### src/sv/djv_pkg.sv
package djv_pkg;

    localparam int FRAC_BITS_DEF   = 16;
    localparam int VALUE_WIDTH_DEF = 18;

    // input item kinds, carried on s_tuser
    localparam int KIND_WIDTH = 3;

    typedef enum logic [KIND_WIDTH-1:0] {
        KIND_TICK    = 3'd0,
        KIND_MORE    = 3'd1,
        KIND_LESS    = 3'd2,
        KIND_STOP    = 3'd3,
        KIND_INHIBIT = 3'd4
    } kind_t;

    // configuration register indexes
    localparam int ADDR_WIDTH = 3;

    localparam logic [ADDR_WIDTH-1:0] REG_DAMP_FACTOR   = 3'd0;
    localparam logic [ADDR_WIDTH-1:0] REG_STEP_SIZE     = 3'd1;
    localparam logic [ADDR_WIDTH-1:0] REG_UPPER_LIMIT   = 3'd2;
    localparam logic [ADDR_WIDTH-1:0] REG_LOWER_LIMIT   = 3'd3;
    localparam logic [ADDR_WIDTH-1:0] REG_LINEAR_MODE   = 3'd4;
    localparam logic [ADDR_WIDTH-1:0] REG_MULTIPLY_MODE = 3'd5;

    // number of flag bits that follow the jog value in the result item
    localparam int FLAG_COUNT = 4;

    typedef struct packed {
        logic linear_mode;
        logic multiply_mode;
    } mode_t;

endpackage

### src/sv/djv_cfg.sv
module djv_cfg #(
    parameter int FRAC_BITS   = djv_pkg::FRAC_BITS_DEF,
    parameter int VALUE_WIDTH = djv_pkg::VALUE_WIDTH_DEF,
    parameter int CFG_WIDTH   = (FRAC_BITS + 1 > VALUE_WIDTH) ? FRAC_BITS + 1 : VALUE_WIDTH
) (
    input  logic                              aclk,
    input  logic                              aresetn,
    input  logic                              cfg_we,
    input  logic [djv_pkg::ADDR_WIDTH-1:0]    cfg_addr,
    input  logic [CFG_WIDTH-1:0]              cfg_wdata,
    output logic [FRAC_BITS:0]                damp_factor,
    output logic [VALUE_WIDTH-2:0]            step_size,
    output logic signed [VALUE_WIDTH-1:0]     upper_limit,
    output logic signed [VALUE_WIDTH-1:0]     lower_limit,
    output djv_pkg::mode_t                    mode
);

    localparam logic [FRAC_BITS:0] DAMP_RST =
        (FRAC_BITS + 1)'((64'd95 << FRAC_BITS) / 64'd100);
    localparam logic [VALUE_WIDTH-2:0] STEP_RST =
        (VALUE_WIDTH - 1)'((64'd4 << FRAC_BITS) / 64'd1000);
    localparam logic [VALUE_WIDTH-1:0] UPPER_RST = VALUE_WIDTH'(64'd1 << FRAC_BITS);
    localparam logic [VALUE_WIDTH-1:0] LOWER_RST =
        VALUE_WIDTH'(64'd0 - (64'd1 << FRAC_BITS));

    logic [FRAC_BITS:0]       damp_reg;
    logic [VALUE_WIDTH-2:0]   step_reg;
    logic [VALUE_WIDTH-1:0]   upper_reg;
    logic [VALUE_WIDTH-1:0]   lower_reg;
    djv_pkg::mode_t           mode_reg;

    always_ff @(posedge aclk) begin
        if (!aresetn) begin
            damp_reg               <= DAMP_RST;
            step_reg               <= STEP_RST;
            upper_reg              <= UPPER_RST;
            lower_reg              <= LOWER_RST;
            mode_reg.linear_mode   <= 1'b0;
            mode_reg.multiply_mode <= 1'b1;
        end else if (cfg_we) begin
            case (cfg_addr)
                djv_pkg::REG_DAMP_FACTOR:   damp_reg  <= cfg_wdata[FRAC_BITS:0];
                djv_pkg::REG_STEP_SIZE:     step_reg  <= cfg_wdata[VALUE_WIDTH-2:0];
                djv_pkg::REG_UPPER_LIMIT:   upper_reg <= cfg_wdata[VALUE_WIDTH-1:0];
                djv_pkg::REG_LOWER_LIMIT:   lower_reg <= cfg_wdata[VALUE_WIDTH-1:0];
                djv_pkg::REG_LINEAR_MODE:   mode_reg.linear_mode   <= cfg_wdata[0];
                djv_pkg::REG_MULTIPLY_MODE: mode_reg.multiply_mode <= cfg_wdata[0];
                default: ;
            endcase
        end
    end

    assign damp_factor = damp_reg;
    assign step_size   = step_reg;
    assign upper_limit = $signed(upper_reg);
    assign lower_limit = $signed(lower_reg);
    assign mode        = mode_reg;

endmodule

### src/sv/djv_core.sv
module djv_core #(
    parameter int FRAC_BITS   = djv_pkg::FRAC_BITS_DEF,
    parameter int VALUE_WIDTH = djv_pkg::VALUE_WIDTH_DEF
) (
    input  logic                              aclk,
    input  logic                              aresetn,
    input  logic                              item_take,
    input  logic [djv_pkg::KIND_WIDTH-1:0]    kind,
    input  logic                              level,
    input  logic [FRAC_BITS:0]                damp_factor,
    input  logic [VALUE_WIDTH-2:0]            step_size,
    input  logic signed [VALUE_WIDTH-1:0]     upper_limit,
    input  logic signed [VALUE_WIDTH-1:0]     lower_limit,
    input  djv_pkg::mode_t                    mode,
    output logic signed [VALUE_WIDTH-1:0]     value_out,
    output logic                              more_out,
    output logic                              less_out,
    output logic                              stop_out,
    output logic                              active_out
);

    localparam int VW = VALUE_WIDTH;
    localparam int DW = FRAC_BITS + 1;
    localparam int PW = VW + DW + 1;

    logic signed [VW-1:0] value_reg, value_next;
    logic signed [VW-1:0] delta_reg, delta_next;
    logic more_reg, more_next;
    logic less_reg, less_next;
    logic stop_reg, stop_next;
    logic active_reg, active_next;
    logic inhibit_reg, inhibit_next;

    logic signed [VW-1:0] step_s;
    logic signed [VW:0]   sum;
    logic signed [VW-1:0] clamped;
    logic signed [VW-1:0] v1;
    logic signed [PW-1:0] prod;
    logic signed [PW-1:0] shifted;
    logic                 ovf;
    logic signed [VW-1:0] sat;
    logic signed [VW-1:0] damped;
    logic signed [VW:0]   vx, mdx, nmdx, lin_sub, lin_add;
    logic signed [VW-1:0] lin;
    logic signed [VW-1:0] tick_value;

    assign step_s = $signed({1'b0, step_size});

    // add the delta and clamp, upper limit tested first
    always_comb begin
        sum = {value_reg[VW-1], value_reg} + {delta_reg[VW-1], delta_reg};
        if (sum > $signed({upper_limit[VW-1], upper_limit})) begin
            clamped = upper_limit;
        end else if (sum < $signed({lower_limit[VW-1], lower_limit})) begin
            clamped = lower_limit;
        end else begin
            clamped = sum[VW-1:0];
        end
    end

    assign v1 = (active_reg && !inhibit_reg) ? clamped : value_reg;

    // floor of v1 * damp, saturated; an unchanged value snaps to zero
    assign prod    = $signed({{(DW + 1){v1[VW-1]}}, v1}) * $signed({{VW{1'b0}}, damp_factor});
    assign shifted = prod >>> FRAC_BITS;

    always_comb begin
        ovf = !((&shifted[PW-1:VW-1]) || !(|shifted[PW-1:VW-1]));
        if (ovf) begin
            sat = shifted[PW-1] ? $signed({1'b1, {(VW - 1){1'b0}}})
                                : $signed({1'b0, {(VW - 1){1'b1}}});
        end else begin
            sat = shifted[VW-1:0];
        end
        damped = (sat == v1) ? '0 : sat;
    end

    // constant step toward zero, multiply damping within one step of zero
    always_comb begin
        vx      = {v1[VW-1], v1};
        mdx     = {2'b00, step_size};
        nmdx    = -mdx;
        lin_sub = vx - mdx;
        lin_add = vx + mdx;
        if (vx > mdx) begin
            lin = (lin_sub < mdx) ? '0 : lin_sub[VW-1:0];
        end else if (vx < nmdx) begin
            lin = (lin_add > nmdx) ? '0 : lin_add[VW-1:0];
        end else begin
            lin = damped;
        end
    end

    always_comb begin
        if (mode.multiply_mode) begin
            tick_value = damped;
        end else if (mode.linear_mode && !active_reg) begin
            tick_value = lin;
        end else begin
            tick_value = v1;
        end
    end

    always_comb begin
        value_next   = value_reg;
        delta_next   = delta_reg;
        more_next    = more_reg;
        less_next    = less_reg;
        stop_next    = stop_reg;
        active_next  = active_reg;
        inhibit_next = inhibit_reg;
        case (djv_pkg::kind_t'(kind))
            djv_pkg::KIND_TICK: begin
                value_next = tick_value;
            end
            djv_pkg::KIND_MORE: begin
                more_next = level;
                if (level) begin
                    active_next = 1'b1;
                    delta_next  = step_s;
                end else if (less_reg) begin
                    delta_next = -step_s;
                end else begin
                    active_next = 1'b0;
                    delta_next  = '0;
                end
            end
            djv_pkg::KIND_LESS: begin
                less_next = level;
                if (level) begin
                    active_next = 1'b1;
                    delta_next  = -step_s;
                end else if (more_reg) begin
                    delta_next = step_s;
                end else begin
                    active_next = 1'b0;
                    delta_next  = '0;
                end
            end
            djv_pkg::KIND_STOP: begin
                stop_next = level;
                if (level) begin
                    // brake against the sign; leave delta alone at zero
                    if (value_reg > 0) begin
                        delta_next = -step_s;
                    end else if (value_reg < 0) begin
                        delta_next = step_s;
                    end
                end else begin
                    if (less_reg && !more_reg) begin
                        delta_next = -step_s;
                    end else if (!less_reg && more_reg) begin
                        delta_next = step_s;
                    end
                end
            end
            djv_pkg::KIND_INHIBIT: begin
                inhibit_next = level;
            end
            default: ;
        endcase
    end

    always_ff @(posedge aclk) begin
        if (!aresetn) begin
            value_reg   <= '0;
            delta_reg   <= '0;
            more_reg    <= 1'b0;
            less_reg    <= 1'b0;
            stop_reg    <= 1'b0;
            active_reg  <= 1'b0;
            inhibit_reg <= 1'b0;
        end else if (item_take) begin
            value_reg   <= value_next;
            delta_reg   <= delta_next;
            more_reg    <= more_next;
            less_reg    <= less_next;
            stop_reg    <= stop_next;
            active_reg  <= active_next;
            inhibit_reg <= inhibit_next;
        end
    end

    assign value_out  = value_next;
    assign more_out   = more_next;
    assign less_out   = less_next;
    assign stop_out   = stop_next;
    assign active_out = active_next;

endmodule

### src/sv/djv_obuf.sv
module djv_obuf #(
    parameter int DATA_WIDTH = 24
) (
    input  logic                  aclk,
    input  logic                  aresetn,
    input  logic                  push,
    input  logic [DATA_WIDTH-1:0] push_data,
    output logic                  push_ready,
    output logic                  m_tvalid,
    input  logic                  m_tready,
    output logic [DATA_WIDTH-1:0] m_tdata
);

    logic                  out_valid_reg;
    logic [DATA_WIDTH-1:0] out_data_reg;
    logic                  skid_valid_reg;
    logic [DATA_WIDTH-1:0] skid_data_reg;
    logic                  pop;

    assign pop        = out_valid_reg && m_tready;
    assign push_ready = !skid_valid_reg;

    always_ff @(posedge aclk) begin
        if (!aresetn) begin
            out_valid_reg  <= 1'b0;
            skid_valid_reg <= 1'b0;
        end else if (skid_valid_reg) begin
            // drain the skid stage first
            if (pop) begin
                out_valid_reg  <= 1'b1;
                skid_valid_reg <= 1'b0;
            end
        end else if (push) begin
            if (out_valid_reg && !pop) begin
                skid_valid_reg <= 1'b1;
            end else begin
                out_valid_reg <= 1'b1;
            end
        end else if (pop) begin
            out_valid_reg <= 1'b0;
        end
    end

    always_ff @(posedge aclk) begin
        if (skid_valid_reg) begin
            if (pop) begin
                out_data_reg <= skid_data_reg;
            end
        end else if (push) begin
            if (out_valid_reg && !pop) begin
                skid_data_reg <= push_data;
            end else begin
                out_data_reg <= push_data;
            end
        end
    end

    assign m_tvalid = out_valid_reg;
    assign m_tdata  = out_data_reg;

endmodule

### src/sv/damped_jog_value_controller_core.sv
// A result item is registered into the output entry, or into the skid entry while
// the output entry holds a result not taken. Throughput: one item per cycle while
// s_tready is high; the state update (add, clamp, one multiply) is combinational.
// A two-entry output buffer absorbs m_tready stalls; s_tready drops only while
// both output entries hold untaken results. Reset: synchronous, active low aresetn;
// state and buffer clear, registers take their default values.
module damped_jog_value_controller_core #(
    parameter int FRAC_BITS   = djv_pkg::FRAC_BITS_DEF,
    parameter int VALUE_WIDTH = djv_pkg::VALUE_WIDTH_DEF,
    parameter int CFG_WIDTH   = (FRAC_BITS + 1 > VALUE_WIDTH) ? FRAC_BITS + 1 : VALUE_WIDTH,
    parameter int OUT_WIDTH   = ((VALUE_WIDTH + djv_pkg::FLAG_COUNT + 7) / 8) * 8
) (
    input  logic                              aclk,
    input  logic                              aresetn,
    input  logic                              s_tvalid,
    output logic                              s_tready,
    input  logic [7:0]                        s_tdata,  // [0] level
    input  logic [djv_pkg::KIND_WIDTH-1:0]    s_tuser,  // [2:0] kind
    output logic                              m_tvalid,
    input  logic                              m_tready,
    // jog value, more_held, less_held, stop_held, is_active, zero pad
    output logic [OUT_WIDTH-1:0]              m_tdata,
    input  logic                              cfg_we,
    input  logic [djv_pkg::ADDR_WIDTH-1:0]    cfg_addr,
    input  logic [CFG_WIDTH-1:0]              cfg_wdata
);

    logic [FRAC_BITS:0]           damp_factor;
    logic [VALUE_WIDTH-2:0]       step_size;
    logic signed [VALUE_WIDTH-1:0] upper_limit;
    logic signed [VALUE_WIDTH-1:0] lower_limit;
    djv_pkg::mode_t               mode;
    logic                         item_take;
    logic signed [VALUE_WIDTH-1:0] value_out;
    logic                         more_out, less_out, stop_out, active_out;
    logic [OUT_WIDTH-1:0]         result;

    assign item_take = s_tvalid && s_tready;

    djv_cfg #(
        .FRAC_BITS   (FRAC_BITS),
        .VALUE_WIDTH (VALUE_WIDTH),
        .CFG_WIDTH   (CFG_WIDTH)
    ) u_cfg (
        .aclk        (aclk),
        .aresetn     (aresetn),
        .cfg_we      (cfg_we),
        .cfg_addr    (cfg_addr),
        .cfg_wdata   (cfg_wdata),
        .damp_factor (damp_factor),
        .step_size   (step_size),
        .upper_limit (upper_limit),
        .lower_limit (lower_limit),
        .mode        (mode)
    );

    djv_core #(
        .FRAC_BITS   (FRAC_BITS),
        .VALUE_WIDTH (VALUE_WIDTH)
    ) u_core (
        .aclk        (aclk),
        .aresetn     (aresetn),
        .item_take   (item_take),
        .kind        (s_tuser),
        .level       (s_tdata[0]),
        .damp_factor (damp_factor),
        .step_size   (step_size),
        .upper_limit (upper_limit),
        .lower_limit (lower_limit),
        .mode        (mode),
        .value_out   (value_out),
        .more_out    (more_out),
        .less_out    (less_out),
        .stop_out    (stop_out),
        .active_out  (active_out)
    );

    assign result = OUT_WIDTH'({active_out, stop_out, less_out, more_out, value_out});

    djv_obuf #(
        .DATA_WIDTH (OUT_WIDTH)
    ) u_obuf (
        .aclk       (aclk),
        .aresetn    (aresetn),
        .push       (item_take),
        .push_data  (result),
        .push_ready (s_tready),
        .m_tvalid   (m_tvalid),
        .m_tready   (m_tready),
        .m_tdata    (m_tdata)
    );

endmodule

### config.mk
export PLATFORM = sky130hd
export DESIGN_NAME = damped_jog_value_controller_core
export DESIGN_NICKNAME = d
export VERILOG_FILES = /design/src/sv/djv_pkg.sv /design/src/sv/djv_cfg.sv /design/src/sv/djv_core.sv /design/src/sv/djv_obuf.sv /design/src/sv/damped_jog_value_controller_core.sv
export SDC_FILE = /design/constraint.sdc
export NUM_CORES = 2
export LEC_CHECK = 0
export ABC_AREA = 1
export BUFFER_PORTS_ARGS = -buffer_cell sky130_fd_sc_hd__buf_2
export CORE_ASPECT_RATIO = 1.1
export CORE_MARGIN = 3
export CORE_UTILIZATION = 60
export CTS_CLUSTER_SIZE = 16
export DETAILED_ROUTE_END_ITERATION = 7
export PLACE_DENSITY = 0.84
export SYNTH_ARGS = -nofsm -noshare
export SYNTH_HDL_FRONTEND = slang
export SYNTH_SLANG_ARGS = --single-unit
### constraint.sdc
create_clock -name aclk -period 13.6 [get_ports aclk]
set_input_delay 0.68 -clock aclk [delete_from_list [all_inputs] [get_ports aclk]]
set_output_delay 0.68 -clock aclk [all_outputs]
set_load 0.05 [all_outputs]
# After elaboration in Yosys (flattened, before gate mapping)
# Index checks and enable logic that the tools add are counted.
# Widths: inputs -> output; s select.
# classes
reduce_logical	33
n_bitwise	1
mux	44
n_eq_ne	15
n_lt_le_gt_ge	8
n_mul	1
add_sub_neg	5
# op_table
cell	count
$mux 18	21
$mux 24	4
$pmux 18 s3	1
$add 18x18->19	2
$lt 19x18->1	2
$mul 18x18->36	1
$gt 19x18->1	1
$gt 19x19->1	1
$lt 18x19->1	1
$neg 17->19	1
$sub 18x18->19	1
$eq 18x18->1	1
$gt 18x1->1 const B	1
$gt 18x18->1	1
$lt 18x1->1 const B	1
$neg 17->18	1
$mux 17	1
$mux 1	16
$reduce_and 2->1	7
$eq 3x2->1 const B	4
$reduce_and 3->1	4
$eq 3x3->1 const B	3
$ne 4x2->1 const B	2
$logic_and 1x1->1	7
13 further kinds	22
# word_totals
wordCells	124
in_bits	37
out_inout_bits	26
reg_bits	161

# Depth between registers and ports, before layout
# depth
ltp_word	20
mapped_depth	73

# Hierarchy
# Synthesis repeated with hierarchy kept, for this count alone.
# unflattened
hier_cells	3881
area_unflattened_um2	26962.1
# by_module_without_submodules
module	instances	cells_per_inst	area_per_inst_um2	seq_area_each_um2
djv_core	1	3326	22175.0	820.8
djv_cfg	1	406	2869.0	1441.4
djv_obuf	1	146	1906.8	1481.4
damped_jog_value_controller_core	1	3	11.3	0.0

# Least setup slack after synthesis
# Ideal clock, no wire load.
# synth_path
path_type	reg-to-reg
from	reg u_core.value_reg[0]
to	reg u_obuf.out_data_reg[10], in the netlist u_obuf.m_tdata[10] (data pin)
required_time_ns	13.348
path_slack_ns	3.779
period_less_slack_ns	9.821
setup_time_ns	0.252
arrival_ns	9.569
n_path_buf	4
stages_incl_launch_ff	67
cell_sequence	dfxtp_1 ha_1 fa_1 nand3_1 nand2_1 nand3_1 nand3_1 nand4_1 nand2_1 nand2_1 nand3_1 o21ai_0 ha_1 nand2_2 inv_1 nand2_1 nand2_1 a21oi_1 [... 31 more ...] a21oi_4 inv_2 buf_6 nand2_1 inv_2 nand2_1 nand2_1 nor2_1 nand3_4 buf_6 nand3_1 nand2_1 nand2_1 nand2_1 nand2_1 nand2_1 nand2_1 nand2_1
# synth_between
elab_chain_cells	20
word_cells_on_any_way	31
# synth_rtl
item	line	source
from (decl)	djv_core.sv:26	logic signed [VW-1:0] value_reg, value_next;
from (signal assigned)	djv_core.sv:174	value_reg <= value_next;
$add 18x18->19	djv_core.sv:51	sum = {value_reg[VW-1], value_reg} + {delta_reg[VW-1], delta_reg};
$lt 19x18->1	djv_core.sv:54	end else if (sum < $signed({lower_limit[VW-1], lower_limit})) begin
$mux 18	djv_core.sv:54	
$mux 18	djv_core.sv:52	if (sum > $signed({upper_limit[VW-1], upper_limit})) begin
$mux 18 (*)	djv_core.sv:61	assign v1 = (active_reg && !inhibit_reg) ? clamped : value_reg;
$mul 18x18->36	djv_core.sv:64	assign prod = $signed({{(DW + 1){v1[VW-1]}}, v1}) * $signed({{VW{1'b0}}, damp_factor});
$reduce_or 3->1	djv_core.sv:68	ovf = !((&shifted[PW-1:VW-1]) || !(|shifted[PW-1:VW-1]));
$logic_not 1->1	djv_core.sv:68	
[... 5 more ...]	--	
$mux 18	djv_core.sv:85	if (vx > mdx) begin
$mux 18	djv_core.sv:97	end else if (mode.linear_mode && !active_reg) begin
$mux 18 (*)	djv_core.sv:95	if (mode.multiply_mode) begin
$mux 18 (*)	djv_core.sv:112	case (djv_pkg::kind_t'(kind))
net u_core.value_out[10]	djv_core.sv:15	output logic signed [VALUE_WIDTH-1:0] value_out,
$mux 24 (*)	djv_obuf.sv:50	if (out_valid_reg && !pop) begin
$mux 24 (*)	djv_obuf.sv:49	end else if (push) begin
$mux 24 (*)	djv_obuf.sv:45	if (skid_valid_reg) begin
to (signal assigned)	djv_obuf.sv:47	out_data_reg <= skid_data_reg;
to (signal assigned)	djv_obuf.sv:53	out_data_reg <= push_data;
to (decl)	djv_obuf.sv:15	logic [DATA_WIDTH-1:0] out_data_reg;
# Mark *: on every way through the listed nets, which the timed path passes. The rest lies on a longest branch. The select of a mux whose other input is x is not followed.
# A chain may end at the register's enable or synchronous reset.

# Worst setup path in the final report
# layout_path
from	reg u_core.value_reg[0]
to	reg u_obuf.out_data_reg[14], in the netlist u_obuf.m_tdata[14] (data pin)
# The elaborated chain is that of the path after synthesis.

==> impl_metrics.csv <==
group,metric,value,unit
hold_path,hp-start,"cfg_wdata[17]",
worst_setup_path,r2r_slack,1030,ps
cts,root_buffer,"clkbuf_16",
worst_setup_path,reg2reg_depth,66,
worst_setup_path,crit_path_end_kind,"register",
cts,ctsResizeCount,0,
floorplanning,core-area,42400,um2
logic_synthesis,synthArstFlopShare,0,%
placement,gp_congestion,1.012,
worst_setup_path,slowest_delay,620,ps
sta,fmax,0.07955,GHz
layout,drive_above_1_share,4.519,%
worst_setup_path,path_class,"register to register",
logic_synthesis,postSynthCellCount,3684,
global_route,antenna_found_initial,0,
placement,place_inst,4208,
logic_synthesis,ys_ff_latch,159,
worst_setup_path,critPathBufInv,9,
detailed_routing,detail_route.iter0.violations,2424,
floorplanning,start_util,60.84,%
worst_setup_path,r2r-end,"u_obuf.m_tdata[14]$_DFFE_PP_",
cts,cts_sinks,159,
sta,hold_viol,0,
hold_path,holdPathEnd,"u_cfg.lower_limit[17]$_SDFFE_PN1P_",
worst_setup_path,r2r_start,"u_core.value_reg[0]$_SDFFE_PN0P_",
worst_setup_path,cp.arrival,12770,ps
sta,finalSetupViolCount,0,
worst_setup_path,cp_slowest_cell,"fa_1",
logic_synthesis,synth_edf_count,44,
layout,syn_to_final_growth,4.820,%
cts,numCtsBuffers,17,
job,drv_cap,0,
worst_setup_path,cp_common_cell,"nand2_1",
worst_setup_path,cp.required,13800,ps
floorplanning,die_w,203.7,um
logic_synthesis,yosysTopAreaCell,"fa_1",
sta,slew_headroom,27.93,%
sta,fin_setup_tns,0,ps
detailed_routing,drcViolationCount,0,
status,outcome,"finished, final reports clean",
detailed_routing,postRouteWirelength,78.52,mm
layout,num-nets-final,4240,
floorplanning,die-area,45530,um2
logic_synthesis,synth.yosys.seq_area_share,14.04,%
cts,path_clk_slew,70,ps
cts,cts_htree_levels,4,
global_route,grt_usage,35.10,%
detailed_routing,ant_nets,0,
cts,post-cts-setup-buffers,0,
detailed_routing,viasPerCell,5.729,
sta,finClkSkew,14.56,ps
worst_setup_path,critical_path_peak_fanout,36,
layout,antenna_cells,0,
logic_synthesis,ys_warn_count,0,
sta,rsz0062_at_grt,"no",
floorplanning,io_pins,63,
worst_setup_path,critical-path-top-delay-family,"simple AND/OR/NAND/NOR gates",
placement,dp_hpwl,63.45,mm
detailed_routing,via_count,24290,
detailed_routing,routedWlPerCell,18.52,um
global_route,grt_pass1_vias,24250,
placement,io_buffer_count,53,
sta,maxSlewViolCount,0,
detailed_routing,firstDrtPassIters,8,
sta,finalCritPeriodShare,92.43,%
logic_synthesis,synth_cell_types,59,
cts,postCtsHoldBufs,0,
layout,layout_commonest_cell,"nand2_1",
logic_synthesis,synth.top_cell.area_share,24.21,%
floorplanning,rows,79,
hold_path,hp-class,"input port to register",
global_route,grt_overflow,0,
sta,worst_pin_slew,1079,ps
sta,layout_min_cycle_time,12570,ps
cts,cts_tree,"built",
logic_synthesis,syn-mean-instance-area,7.003,um2
worst_setup_path,start_kind,"register",
layout,final_cell_mix,"nand2_1 (959), inv_1 (719), nor2_1 (335), fa_1 (312), a21oi_1 (242)",
hold_path,whs_path_depth,3,
logic_synthesis,ys_top_cells_by_area,"fa_1 (24%), nand2_1 (14%), ha_1 (11%)",
floorplanning,dieHeight,223.5,um
global_route,grt_pass1_wl,125.8,mm
logic_synthesis,mappedNetlistArea,25800,um2
global_route,grt_max_degree,87,
cts,clockBufferDepth,2,
logic_synthesis,synth-main-ff-cell,"dfxtp_1",
layout,fin_cells,4240,
cts,worstSkewPairLatency,460,ps
worst reg2reg max path, delay by kind of cell (launching register included):
family / cells / cell delay [ps]
buffers and inverters: 9 / 1230
AND/OR/NAND/NOR: 43 / 5290
adder cells (fa/ha/maj): 10 / 4530
AO/OA/AOI/OAI: 4 / 850
flip-flops: 1 / 450
synth_stat cells, types with 6 or more instances:
cell      count
edfxtp_1     44
clkinv_1      7
inv_1       719
clkbuf_1     99
a31oi_1       9
fa_1        312
buf_4         7
o21bai_1     12
nor4_1        6
o211ai_1     25
nand4_1      29
buf_2        11
dfxtp_1     115
nor2_1      339
nand3_1     149
a21oi_1     242
o21ai_1       9
nand2_1     959
nand3b_1      6
xor2_1       56
nand2_2      11
buf_1         9
o221ai_1     19
a211oi_1      6
ha_1        231
o21ai_0     134
inv_2         6
o22ai_1      14
xnor2_1      12
nor3_1       28
worst max-delay path by stage:
stage	start	to	slack, ps	depth (start not counted)
4_1_cts	u_core.value_reg[0]$_SDFFE_PN0P_	u_obuf.m_tdata[14]$_DFFE_PP_	1220	66
2_1_floorplan	u_core.value_reg[0]$_SDFFE_PN0P_	u_obuf.m_tdata[10]$_DFFE_PP_	3780	66
6_report	u_core.value_reg[0]$_SDFFE_PN0P_	u_obuf.m_tdata[14]$_DFFE_PP_	1030	66
3_3_place_gp	u_core.value_reg[0]$_SDFFE_PN0P_	u_obuf.m_tdata[0]$_DFFE_PP_	1470	63
3_5_place_dp	u_core.value_reg[0]$_SDFFE_PN0P_	u_obuf.m_tdata[14]$_DFFE_PP_	1300	66
5_1_grt	u_core.value_reg[0]$_SDFFE_PN0P_	u_obuf.m_tdata[14]$_DFFE_PP_	170	64
stage by stage:
| step | hold slack, ps | setup slack, ps | area [um2] | util [%] |
|---|---|---|---|---|
| final | 462.5 | 1030 | 27040 | 63.78 |
| after global routing | 488.7 | 169.1 | 27040 | 63.78 |
| after CTS | 463.4 | 1220 | 27040 | 63.78 |
| after detailed placement | 476.2 | 1297 | 26480 | 62.45 |
| after global placement | 466.8 | 1473 | 26480 | 62.45 |
| after floorplan | 423.7 | 3779 | 25800 | - |
metal layers:
metal	global-route usage [%]	wire, um	part of all wire (%)
met3	6.960	7593	9.7
met5	0	0	0
met1	42.41	28850	37
met4	22.43	6255	8.0
met2	57.38	35820	46
kinds of logic after synthesis:
logic type,after synthesis,synth area share (%)
adders and majority gates,543,35.41
xor gates and xnor gates,68,2.308
and+or+nand+nor,1545,24.17
buffers and inverters,863,12.86
DFF,159,14.04
other,1,0.01454
AOI/OAI and AO/OA,505,11.19
final cells by class:
type,instances,area [um2]
inverter,732,2748
tap,567,709.4
fill,3813,15360
clock buffer,18,439.2
clock inverter,14,122.6
multi-input combinational,2663,18880
sequential,159,3623
timing repair buffer,87,520.5
Power is left out: the tool's default activity adds up to more than one toggle a clock period on the data nets, which glitch-free logic cannot reach.
